`config.mk`:
```
export PLATFORM = sky130hd
export DESIGN_NAME = sha1_message_digest
export DESIGN_NICKNAME = d
export VERILOG_FILES = /design/src/design/sha1_pkg.sv /design/src/design/sha1_ctrl.sv /design/src/design/sha1_dp.sv /design/src/design/sha1_message_digest.sv
export SDC_FILE = /design/constraint.sdc
export NUM_CORES = 2
export LEC_CHECK = 0
export ABC_CLOCK_PERIOD_IN_PS = 41700
export BUFFER_PORTS_ARGS = -buffer_cell sky130_fd_sc_hd__buf_4
export CAP_MARGIN = 10
export CORE_MARGIN = 2
export CORE_UTILIZATION = 55
export CTS_BUF_LIST = sky130_fd_sc_hd__clkbuf_16
export CTS_CLUSTER_SIZE = 12
export DETAILED_ROUTE_END_ITERATION = 7
export PLACE_DENSITY = 0.72
export SYNTH_ARGS = -nofsm -noshare
export SYNTH_HDL_FRONTEND = slang
export SYNTH_SLANG_ARGS = --single-unit
```
`constraint.sdc`:
```
create_clock -name clk -period 41.7 [get_ports clk]
set_clock_uncertainty 0.2 [all_clocks]
set_input_delay 6.255 -clock clk [delete_from_list [all_inputs] [get_ports clk]]
set_output_delay 6.255 -clock clk [all_outputs]
set_load 0.01 [all_outputs]
```
`src/design/sha1_pkg.sv`:
```
// Shared types, constants and round functions for the SHA-1 digest engine.
// Used by sha1_ctrl, sha1_dp and the top level sha1_message_digest.
package sha1_pkg;

  localparam logic [6:0] LAST_ROUND = 7'd79;
  localparam logic [5:0] LAST_POS   = 6'd63;
  localparam logic [5:0] LEN_POS    = 6'd56;
  localparam logic [7:0] PAD_BYTE   = 8'h80;

  localparam logic [31:0] IV0 = 32'h67452301;
  localparam logic [31:0] IV1 = 32'hEFCDAB89;
  localparam logic [31:0] IV2 = 32'h98BADCFE;
  localparam logic [31:0] IV3 = 32'h10325476;
  localparam logic [31:0] IV4 = 32'hC3D2E1F0;

  localparam logic [31:0] K0 = 32'h5A827999;
  localparam logic [31:0] K1 = 32'h6ED9EBA1;
  localparam logic [31:0] K2 = 32'h8F1BBCDC;
  localparam logic [31:0] K3 = 32'hCA62C1D6;

  typedef enum logic [1:0] {
    ST_IDLE,
    ST_PAD,
    ST_COMP,
    ST_FOLD
  } st_t;

  typedef enum logic [1:0] {
    BSEL_IN,
    BSEL_PAD,
    BSEL_ZERO,
    BSEL_LEN
  } bsel_t;

  typedef struct packed {
    logic       shift_en;
    bsel_t      bsel;
    logic [2:0] len_idx;
    logic       start_block;
    logic       round_en;
    logic [6:0] round_idx;
    logic       fold;
    logic       emit;
  } dp_cmd_t;

  function automatic logic [31:0] sha1_k(input logic [6:0] rnd);
    logic [31:0] k;
    if (rnd < 7'd20) k = K0;
    else if (rnd < 7'd40) k = K1;
    else if (rnd < 7'd60) k = K2;
    else k = K3;
    return k;
  endfunction

  function automatic logic [31:0] sha1_f(input logic [6:0] rnd, input logic [31:0] b,
                                         input logic [31:0] c, input logic [31:0] d);
    logic [31:0] f;
    if (rnd < 7'd20) f = (b & c) | (~b & d);
    else if (rnd < 7'd40) f = b ^ c ^ d;
    else if (rnd < 7'd60) f = (b & c) | (b & d) | (c & d);
    else f = b ^ c ^ d;
    return f;
  endfunction

endpackage

```
`src/design/sha1_ctrl.sv`:
```
// Controller state machine of the SHA-1 engine: byte position, padding
// sequence, round counter and output handshake. Depends on sha1_pkg.
module sha1_ctrl
  import sha1_pkg::*;
(
  input  logic    clk,
  input  logic    rst_n,
  input  logic    in_tvalid,
  input  logic    in_tuser,
  input  logic    in_tlast,
  output logic    in_tready,
  input  logic    out_tready,
  output logic    out_tvalid,
  output dp_cmd_t cmd
);

  st_t        state_r, state_nxt;
  logic [5:0] pos_r, pos_nxt;
  logic [6:0] rnd_r, rnd_nxt;
  logic       first_r, first_nxt;
  logic       len_ok_r, len_ok_nxt;
  logic       pad_pend_r, pad_pend_nxt;
  logic       final_r, final_nxt;
  logic       out_valid_r, out_valid_nxt;
  logic       len_here;
  logic       out_free;

  assign out_free   = !out_valid_r || out_tready;
  // Whether the length field lands in the block being padded now.
  assign len_here   = first_r ? (pos_r < LEN_POS) : len_ok_r;
  assign in_tready  = (state_r == ST_IDLE);
  assign out_tvalid = out_valid_r;

  always_comb begin
    state_nxt = state_r;
    case (state_r)
      ST_IDLE: begin
        if (in_tvalid) begin
          if (in_tuser && pos_r == LAST_POS) state_nxt = ST_COMP;
          else if (in_tlast) state_nxt = ST_PAD;
        end
      end
      ST_PAD: begin
        if (pos_r == LAST_POS) state_nxt = ST_COMP;
      end
      ST_COMP: begin
        if (rnd_r == LAST_ROUND) state_nxt = ST_FOLD;
      end
      ST_FOLD: begin
        if (final_r) begin
          if (out_free) state_nxt = ST_IDLE;
        end else if (pad_pend_r) begin
          state_nxt = ST_PAD;
        end else begin
          state_nxt = ST_IDLE;
        end
      end
      default: state_nxt = ST_IDLE;
    endcase
  end

  always_comb begin
    cmd          = '0;
    cmd.bsel     = BSEL_IN;
    pos_nxt      = pos_r;
    rnd_nxt      = rnd_r;
    first_nxt    = first_r;
    len_ok_nxt   = len_ok_r;
    pad_pend_nxt = pad_pend_r;
    final_nxt    = final_r;
    case (state_r)
      ST_IDLE: begin
        if (in_tvalid) begin
          first_nxt = in_tlast;
          if (in_tuser) begin
            cmd.shift_en = 1'b1;
            pos_nxt      = pos_r + 6'd1;
            if (pos_r == LAST_POS) begin
              cmd.start_block = 1'b1;
              rnd_nxt         = '0;
              pad_pend_nxt    = in_tlast;
              final_nxt       = 1'b0;
            end
          end
        end
      end
      ST_PAD: begin
        cmd.shift_en = 1'b1;
        cmd.len_idx  = pos_r[2:0];
        if (first_r) cmd.bsel = BSEL_PAD;
        else if (len_ok_r && pos_r >= LEN_POS) cmd.bsel = BSEL_LEN;
        else cmd.bsel = BSEL_ZERO;
        pos_nxt    = pos_r + 6'd1;
        first_nxt  = 1'b0;
        len_ok_nxt = len_here;
        if (pos_r == LAST_POS) begin
          cmd.start_block = 1'b1;
          rnd_nxt         = '0;
          final_nxt       = len_here;
          pad_pend_nxt    = !len_here;
          len_ok_nxt      = 1'b1;
        end
      end
      ST_COMP: begin
        cmd.round_en  = 1'b1;
        cmd.round_idx = rnd_r;
        rnd_nxt       = rnd_r + 7'd1;
      end
      ST_FOLD: begin
        if (final_r) begin
          if (out_free) begin
            cmd.emit  = 1'b1;
            final_nxt = 1'b0;
          end
        end else begin
          cmd.fold     = 1'b1;
          pad_pend_nxt = 1'b0;
        end
      end
      default: ;
    endcase
    out_valid_nxt = cmd.emit ? 1'b1 : (out_tready ? 1'b0 : out_valid_r);
  end

  always_ff @(posedge clk) begin
    if (!rst_n) begin
      state_r     <= ST_IDLE;
      pos_r       <= '0;
      rnd_r       <= '0;
      first_r     <= 1'b0;
      len_ok_r    <= 1'b0;
      pad_pend_r  <= 1'b0;
      final_r     <= 1'b0;
      out_valid_r <= 1'b0;
    end else begin
      state_r     <= state_nxt;
      pos_r       <= pos_nxt;
      rnd_r       <= rnd_nxt;
      first_r     <= first_nxt;
      len_ok_r    <= len_ok_nxt;
      pad_pend_r  <= pad_pend_nxt;
      final_r     <= final_nxt;
      out_valid_r <= out_valid_nxt;
    end
  end

endmodule

```
`src/design/sha1_dp.sv`:
```
// Datapath of the SHA-1 engine: 16-word message window, round registers,
// chaining words, byte counter and digest register. Depends on sha1_pkg.
module sha1_dp
  import sha1_pkg::*;
(
  input  logic           clk,
  input  logic           rst_n,
  input  dp_cmd_t        cmd,
  input  logic [7:0]     in_byte,
  output logic [159:0]   digest
);

  logic [31:0]  w_r [16];
  logic [31:0]  a_r, b_r, c_r, d_r, e_r;
  logic [31:0]  h_r [5];
  logic [31:0]  sum [5];
  logic [60:0]  cnt_r;
  logic [159:0] digest_r;
  logic [63:0]  len_bits;
  logic [7:0]   len_byte;
  logic [7:0]   sh_byte;
  logic [31:0]  w_new;
  logic [31:0]  t_val;
  logic [31:0]  pre;

  assign len_bits = {cnt_r, 3'b000};
  assign len_byte = len_bits[{~cmd.len_idx, 3'b000} +: 8];

  always_comb begin
    case (cmd.bsel)
      BSEL_IN:   sh_byte = in_byte;
      BSEL_PAD:  sh_byte = PAD_BYTE;
      BSEL_ZERO: sh_byte = 8'h00;
      BSEL_LEN:  sh_byte = len_byte;
      default:   sh_byte = 8'h00;
    endcase
  end

  assign pre   = w_r[13] ^ w_r[8] ^ w_r[2] ^ w_r[0];
  assign w_new = {pre[30:0], pre[31]};
  assign t_val = {a_r[26:0], a_r[31:27]} + sha1_f(cmd.round_idx, b_r, c_r, d_r)
               + e_r + sha1_k(cmd.round_idx) + w_r[0];

  assign sum[0] = h_r[0] + a_r;
  assign sum[1] = h_r[1] + b_r;
  assign sum[2] = h_r[2] + c_r;
  assign sum[3] = h_r[3] + d_r;
  assign sum[4] = h_r[4] + e_r;

  // Message window: bytes shift in big-endian; rounds shift out one word.
  always_ff @(posedge clk) begin
    if (cmd.shift_en) begin
      for (int i = 0; i < 15; i++) w_r[i] <= {w_r[i][23:0], w_r[i+1][31:24]};
      w_r[15] <= {w_r[15][23:0], sh_byte};
    end else if (cmd.round_en) begin
      for (int i = 0; i < 15; i++) w_r[i] <= w_r[i+1];
      w_r[15] <= w_new;
    end
  end

  always_ff @(posedge clk) begin
    if (cmd.start_block) begin
      a_r <= h_r[0];
      b_r <= h_r[1];
      c_r <= h_r[2];
      d_r <= h_r[3];
      e_r <= h_r[4];
    end else if (cmd.round_en) begin
      a_r <= t_val;
      b_r <= a_r;
      c_r <= {b_r[1:0], b_r[31:2]};
      d_r <= c_r;
      e_r <= d_r;
    end
  end

  always_ff @(posedge clk) begin
    if (!rst_n) begin
      h_r[0] <= IV0;
      h_r[1] <= IV1;
      h_r[2] <= IV2;
      h_r[3] <= IV3;
      h_r[4] <= IV4;
      cnt_r  <= '0;
    end else if (cmd.emit) begin
      h_r[0] <= IV0;
      h_r[1] <= IV1;
      h_r[2] <= IV2;
      h_r[3] <= IV3;
      h_r[4] <= IV4;
      cnt_r  <= '0;
    end else begin
      if (cmd.fold) begin
        for (int i = 0; i < 5; i++) h_r[i] <= sum[i];
      end
      if (cmd.shift_en && cmd.bsel == BSEL_IN) cnt_r <= cnt_r + 61'd1;
    end
  end

  always_ff @(posedge clk) begin
    if (cmd.emit) digest_r <= {sum[4], sum[3], sum[2], sum[1], sum[0]};
  end

  assign digest = digest_r;

endmodule

```
`src/design/sha1_message_digest.sv`:
```
// SHA-1 digest engine, one message byte per word; reset (rst_n low, synchronous) loads the
// initial vector and clears length and control. Byte words are taken one per cycle while
// idle; a word that fills a block starts 80 rounds plus one chaining add, taking no input.
// After the end, padding shifts one byte per cycle; the digest follows that block's rounds,
// if any, the padding and rounds of the open block, and a second such block when the length
// spills over. The final step also waits while an earlier digest is still untaken.
module sha1_message_digest
  import sha1_pkg::*;
(
  input  logic         clk,
  input  logic         rst_n,
  input  logic         in_tvalid,
  output logic         in_tready,
  input  logic [7:0]   in_tdata,   // [7:0] data_byte
  input  logic         in_tuser,   // [0] byte_present
  input  logic         in_tlast,   // last_byte
  output logic         out_tvalid,
  input  logic         out_tready,
  output logic [159:0] out_tdata   // [31:0] digest_word0 ... [159:128] digest_word4
);

  dp_cmd_t cmd;

  // The controller sequences byte loading, padding and rounds; it accepts words only
  // while idle, but a finished digest can wait in the output register while the next
  // message streams in. A new digest is held back until the previous one is taken.
  sha1_ctrl u_ctrl (
    .clk        (clk),
    .rst_n      (rst_n),
    .in_tvalid  (in_tvalid),
    .in_tuser   (in_tuser),
    .in_tlast   (in_tlast),
    .in_tready  (in_tready),
    .out_tready (out_tready),
    .out_tvalid (out_tvalid),
    .cmd        (cmd)
  );

  // The datapath holds the message window, the round registers and the chaining words.
  sha1_dp u_dp (
    .clk     (clk),
    .rst_n   (rst_n),
    .cmd     (cmd),
    .in_byte (in_tdata),
    .digest  (out_tdata)
  );

  // A new digest never overwrites one that has not been taken.
  a_no_overwrite: assert property (@(posedge clk) disable iff (!rst_n)
    cmd.emit |-> (!out_tvalid || out_tready))
    else $error("digest overwritten before it was taken");

  // A loaded digest is presented on the next cycle.
  a_emit_valid: assert property (@(posedge clk) disable iff (!rst_n)
    cmd.emit |=> out_tvalid)
    else $error("digest not presented after emit");

  // No input is taken while the rounds run.
  a_no_input_in_rounds: assert property (@(posedge clk) disable iff (!rst_n)
    cmd.round_en |-> !in_tready)
    else $error("input accepted during compression");

  // The window never loads a byte and runs a round at once.
  a_window_exclusive: assert property (@(posedge clk) disable iff (!rst_n)
    !(cmd.shift_en && cmd.round_en))
    else $error("window shift and round in the same cycle");

endmodule

```
==> results by stage <==
Outcome:
- The run finished with clean final reports.

Flow run:
- Across the run, the number of max-cap violations was 0.

Routing:
- The mean number of vias per cell is 5.85.
- Once detail routing completed, the nets flagged for antenna violations numbered 0.
- The final route contains 36700 vias.
- The mean routed wirelength per cell is 21.9 um.
- For this run, the detailed router's first-pass iteration total came to 6.
- For this block, the initial DRC count from the detailed router was 3031.
- Summed over all layers, the routed wires come to 137000 um.
- In the routed design, unresolved DRC markers number 0.

Global route:
- The number of antenna violations at the first check in global routing is 0.
- The first global-routing pass estimated 210000 um of wire.
- The residual overflow from global routing is 0.
- The number of global-route vias before repair was 36000.
- Entering global routing, the biggest net connects 174 pins.
- The total routing usage reported by global routing is 25.5%.

Synthesis:
- Counting flops with a built-in enable in the synthesized netlist gives 992.
- The number of nets in the synthesized netlist is 5021.
- The fraction of registers with async set or reset after synthesis is 0%.
- The share of the Yosys chip area taken by registers is 54.7%.
- The distinct cell type count after synthesis is 82.
- The commonest register cell after synthesis is sky130_fd_sc_hd__edfxtp_1.
- Yosys printed 0 warnings.
- The number of standard cells after synthesis is 4653.
- The average instance in the mapped netlist occupies 12.3 sq um.
- The synthesized area is 57400 sq um.
- In this run, synthesis produced a sequential element count of 1073.

Floorplan:
- The floorplan die height is 327 um.
- The area of the core is 103000 sq um.
- For this design the top-level I/O count stands at 176.
- The die covers 107000 sq um.
- Once the floorplan was initialized, standard cells occupied 55.5% of the core.
- After floorplanning, the core was divided into 118 placement rows.
- In this run the horizontal extent of the chip is 327 um.

Critical path:
- The standard cell with the maximum stage delay on the critical path is sky130_fd_sc_hd__buf_4.
- Traced cell by cell, the critical path runs through buf_4, a31oi_4, buf_4, nand2b_4, buf_4, buf_12, buf_4, buf_4.
- On the worst path, the slowest cell contributes a delay of 1010 ps.
- The worst setup path is launched from an input pin.
- By startpoint and endpoint, the worst setup path is classified as input pin to register.
- The largest fanout on the critical path is 173.
- At the worst endpoint, the required time is 41840 ps.
- The cell repeated most along the worst path is sky130_fd_sc_hd__buf_4.
- The data arrival at the endpoint of the critical path is 10890 ps.
- Measured in cells, the most critical reg-to-reg path has a length of 25.
- The type of destination of the critical path is a register.

STA:
- After layout, the worst path uses 25.8% of the clock period.
- The actual slew at the worst max-slew pin is 1150 ps.
- The max-slew violation total from the final report is 0.
- The total negative slack for setup checks is 0 ps.
- The time the final worst path needs with I/O delays and setup is 10740 ps.
- The relative max-transition margin is 23.4%.
- For this run, the top clock speed supported by timing is 93.1 MHz.
- The number of endpoints failing setup at the final stage is 0.
- After layout, the worst setup slack is 30960 ps.
- The number of hold violations in the final report is 0.
- Setup repair after global routing left no endpoint under its margin.

Placed design:
- The area of placed instances is 60200 sq um.
- Routability-driven placement finished with a final weighted congestion of 0.950.
- The wire-length estimate of the detail-placed layout is 98900 um.
- Input and output buffers added on the ports amount to 175.
- At the placement stage, the worst setup path has a slack of 30150 ps.

Clocking:
- The clock tree root buffer cell is sky130_fd_sc_hd__clkbuf_16.
- The clock reaches the later pin of the worst-skew pair after 720 ps.
- The H-tree was split into 3 levels.
- No sink is reached through more buffers than the 3 on the longest clock path.
- The quantity of hold-fixing buffers added after cts is 0.
- After clock tree synthesis, the setup repair step added 0 buffers.
- TritonCTS built the clock tree.
- The total CTS buffers is 112.
- The count of instances resized after the clock tree is built is 0.
- The clock-pin slew of the registers on the worst-case setup and hold paths is 60 ps.
- The number of clock sinks is 1073.

Hold path:
- The worst hold path depth is 2.
- The class of the worst hold path is register to register.

Final layout:
- In the layout the commonest cells are sky130_fd_sc_hd__edfxtp_1, sky130_fd_sc_hd__nand2_1, sky130_fd_sc_hd__mux2_2.
- The library cell used most frequently in the layout, excluding fill and tap cells, is sky130_fd_sc_hd__edfxtp_1.
- The utilization after layout is 61.4%.
- In the final design database the tool counted 5180 nets.
- Of the cells placed in the final design, the portion with a size suffix greater than 1 is 17.8%.
- The area growth from synthesis to layout is 10.7%.
- 0 antenna diodes ended up in the layout.
- The final design area excluding fillers is 63600 sq um.

Power and ir drop:
- For this design the static power due to leakage is 23.8 nW.
- The total power is 0.00581 W.
- The worst-case vdd ir drop is 0.0000769 V.
- Dividing total power by cell area gives a power density of 91.4 nW/um^2.
critical path: cells and delay by family:
family                 cells  cell delay (ps)
AO/OA/AOI/OAI              1               90
buffers and inverters      6             3760
AND/OR/NAND/NOR            1              640
where the power goes:
part | total [W] | switching, W | leakage, nW | internal (W)
registers | 0.00218 | 0.000307 | 9.81 | 0.00187
logic | 0.00269 | 0.00154 | 12.2 | 0.00116
clock network | 0.000940 | 0.000422 | 1.78 | 0.000517
total | 0.00581 | 0.00227 | 23.8 | 0.00355
registers in the layout, summed over array words and instances, names as in the netlist, 6 cells and up:
register / count
u_dp.e_r: 32
u_dp.a_r: 32
u_dp.cnt_r: 61
u_dp.h_r: 160
u_ctrl.rnd_r: 7
u_dp.c_r: 32
u_dp.d_r: 32
u_dp.digest: 160
u_dp.b_r: 32
u_ctrl.pos_r: 6
u_dp.w_r: 512
metal layers:
metal	track usage, %	wire length, um
met5	0	0
met4	10.9	6210
met3	3.32	7350
met2	42.7	67000
met1	33.5	56800
cells by family after synthesis:
kind of cell / share of synthesized area [%]
compound gates: 8.26
simple gates: 10.2
buf+inv: 2.75
flops: 54.7
fa+ha+maj: 9.33
mux: 9.96
xor+xnor: 4.80
layout make-up:
class / count / area, sq um
multi-input cells: 3164 / 24500
inverters: 256 / 961
clock buffers: 112 / 2800
well taps: 1380 / 1730
repair buffers: 205 / 1560
fillers: 8101 / 39900
flip-flops and latches: 1073 / 31400
clock inverters: 85 / 606
final timing paths:
path | from | slack (ps) | to
setup / recovery | in_tvalid | 30960 | u_dp.w_r[0][23]
hold / removal | u_ctrl.pad_pend_r | 280 | u_ctrl.pad_pend_r
setup reg to reg | u_ctrl.state_r[0] | 34090 | u_dp.a_r[31]
hold reg to reg | u_ctrl.pad_pend_r | 280 | u_ctrl.pad_pend_r
cell usage after synthesis, types with 8 or more instances:
| cell | instances | area (sq um) |
|---|---|---|
| sky130_fd_sc_hd__ha_1 | 230 | 2880 |
| sky130_fd_sc_hd__o21ai_1 | 11 | 55.1 |
| sky130_fd_sc_hd__and3_1 | 41 | 257 |
| sky130_fd_sc_hd__a31o_2 | 8 | 70.1 |
| sky130_fd_sc_hd__o211ai_1 | 13 | 97.6 |
| sky130_fd_sc_hd__buf_1 | 11 | 41.3 |
| sky130_fd_sc_hd__and4_1 | 15 | 131 |
| sky130_fd_sc_hd__mux2_2 | 461 | 5190 |
| sky130_fd_sc_hd__dfxtp_1 | 81 | 1620 |
| sky130_fd_sc_hd__mux4_2 | 12 | 270 |
| sky130_fd_sc_hd__a31oi_1 | 14 | 87.6 |
| sky130_fd_sc_hd__nor2b_1 | 38 | 238 |
| sky130_fd_sc_hd__nand2b_1 | 99 | 619 |
| sky130_fd_sc_hd__o21a_1 | 31 | 233 |
| sky130_fd_sc_hd__o32ai_1 | 20 | 175 |
| sky130_fd_sc_hd__mux2i_1 | 26 | 260 |
| sky130_fd_sc_hd__clkbuf_1 | 142 | 533 |
| sky130_fd_sc_hd__nand3_1 | 56 | 280 |
| sky130_fd_sc_hd__nor2_1 | 285 | 1070 |
| sky130_fd_sc_hd__nand4_1 | 26 | 163 |
| sky130_fd_sc_hd__a21oi_1 | 222 | 1110 |
| sky130_fd_sc_hd__nand2_1 | 534 | 2000 |
| sky130_fd_sc_hd__edfxtp_1 | 992 | 29800 |
| sky130_fd_sc_hd__and2_1 | 78 | 488 |
| sky130_fd_sc_hd__a211oi_1 | 24 | 180 |
| sky130_fd_sc_hd__nor3_1 | 37 | 185 |
| sky130_fd_sc_hd__a21boi_0 | 10 | 75.1 |
| sky130_fd_sc_hd__o21bai_1 | 28 | 210 |
| sky130_fd_sc_hd__xor2_1 | 102 | 893 |
| sky130_fd_sc_hd__o22ai_1 | 11 | 68.8 |
| sky130_fd_sc_hd__o21ai_0 | 147 | 736 |
| sky130_fd_sc_hd__o31ai_1 | 18 | 135 |
| sky130_fd_sc_hd__fa_1 | 124 | 2480 |
| sky130_fd_sc_hd__o221ai_1 | 13 | 114 |
| sky130_fd_sc_hd__inv_1 | 255 | 957 |
| sky130_fd_sc_hd__xnor2_1 | 213 | 1870 |
| sky130_fd_sc_hd__nor3b_1 | 11 | 82.6 |
| sky130_fd_sc_hd__or3_1 | 17 | 106 |
| sky130_fd_sc_hd__a21o_1 | 91 | 683 |
metrics by stage:
stage                     cells  hold slack, ps
after floorplan            4653             241
after global placement     6078             257
after detailed placement   6078             275
after CTS                  6275             282
after global routing       6275             310
final                      6275             280
Note: power is estimated with default switching activity, not from simulation.
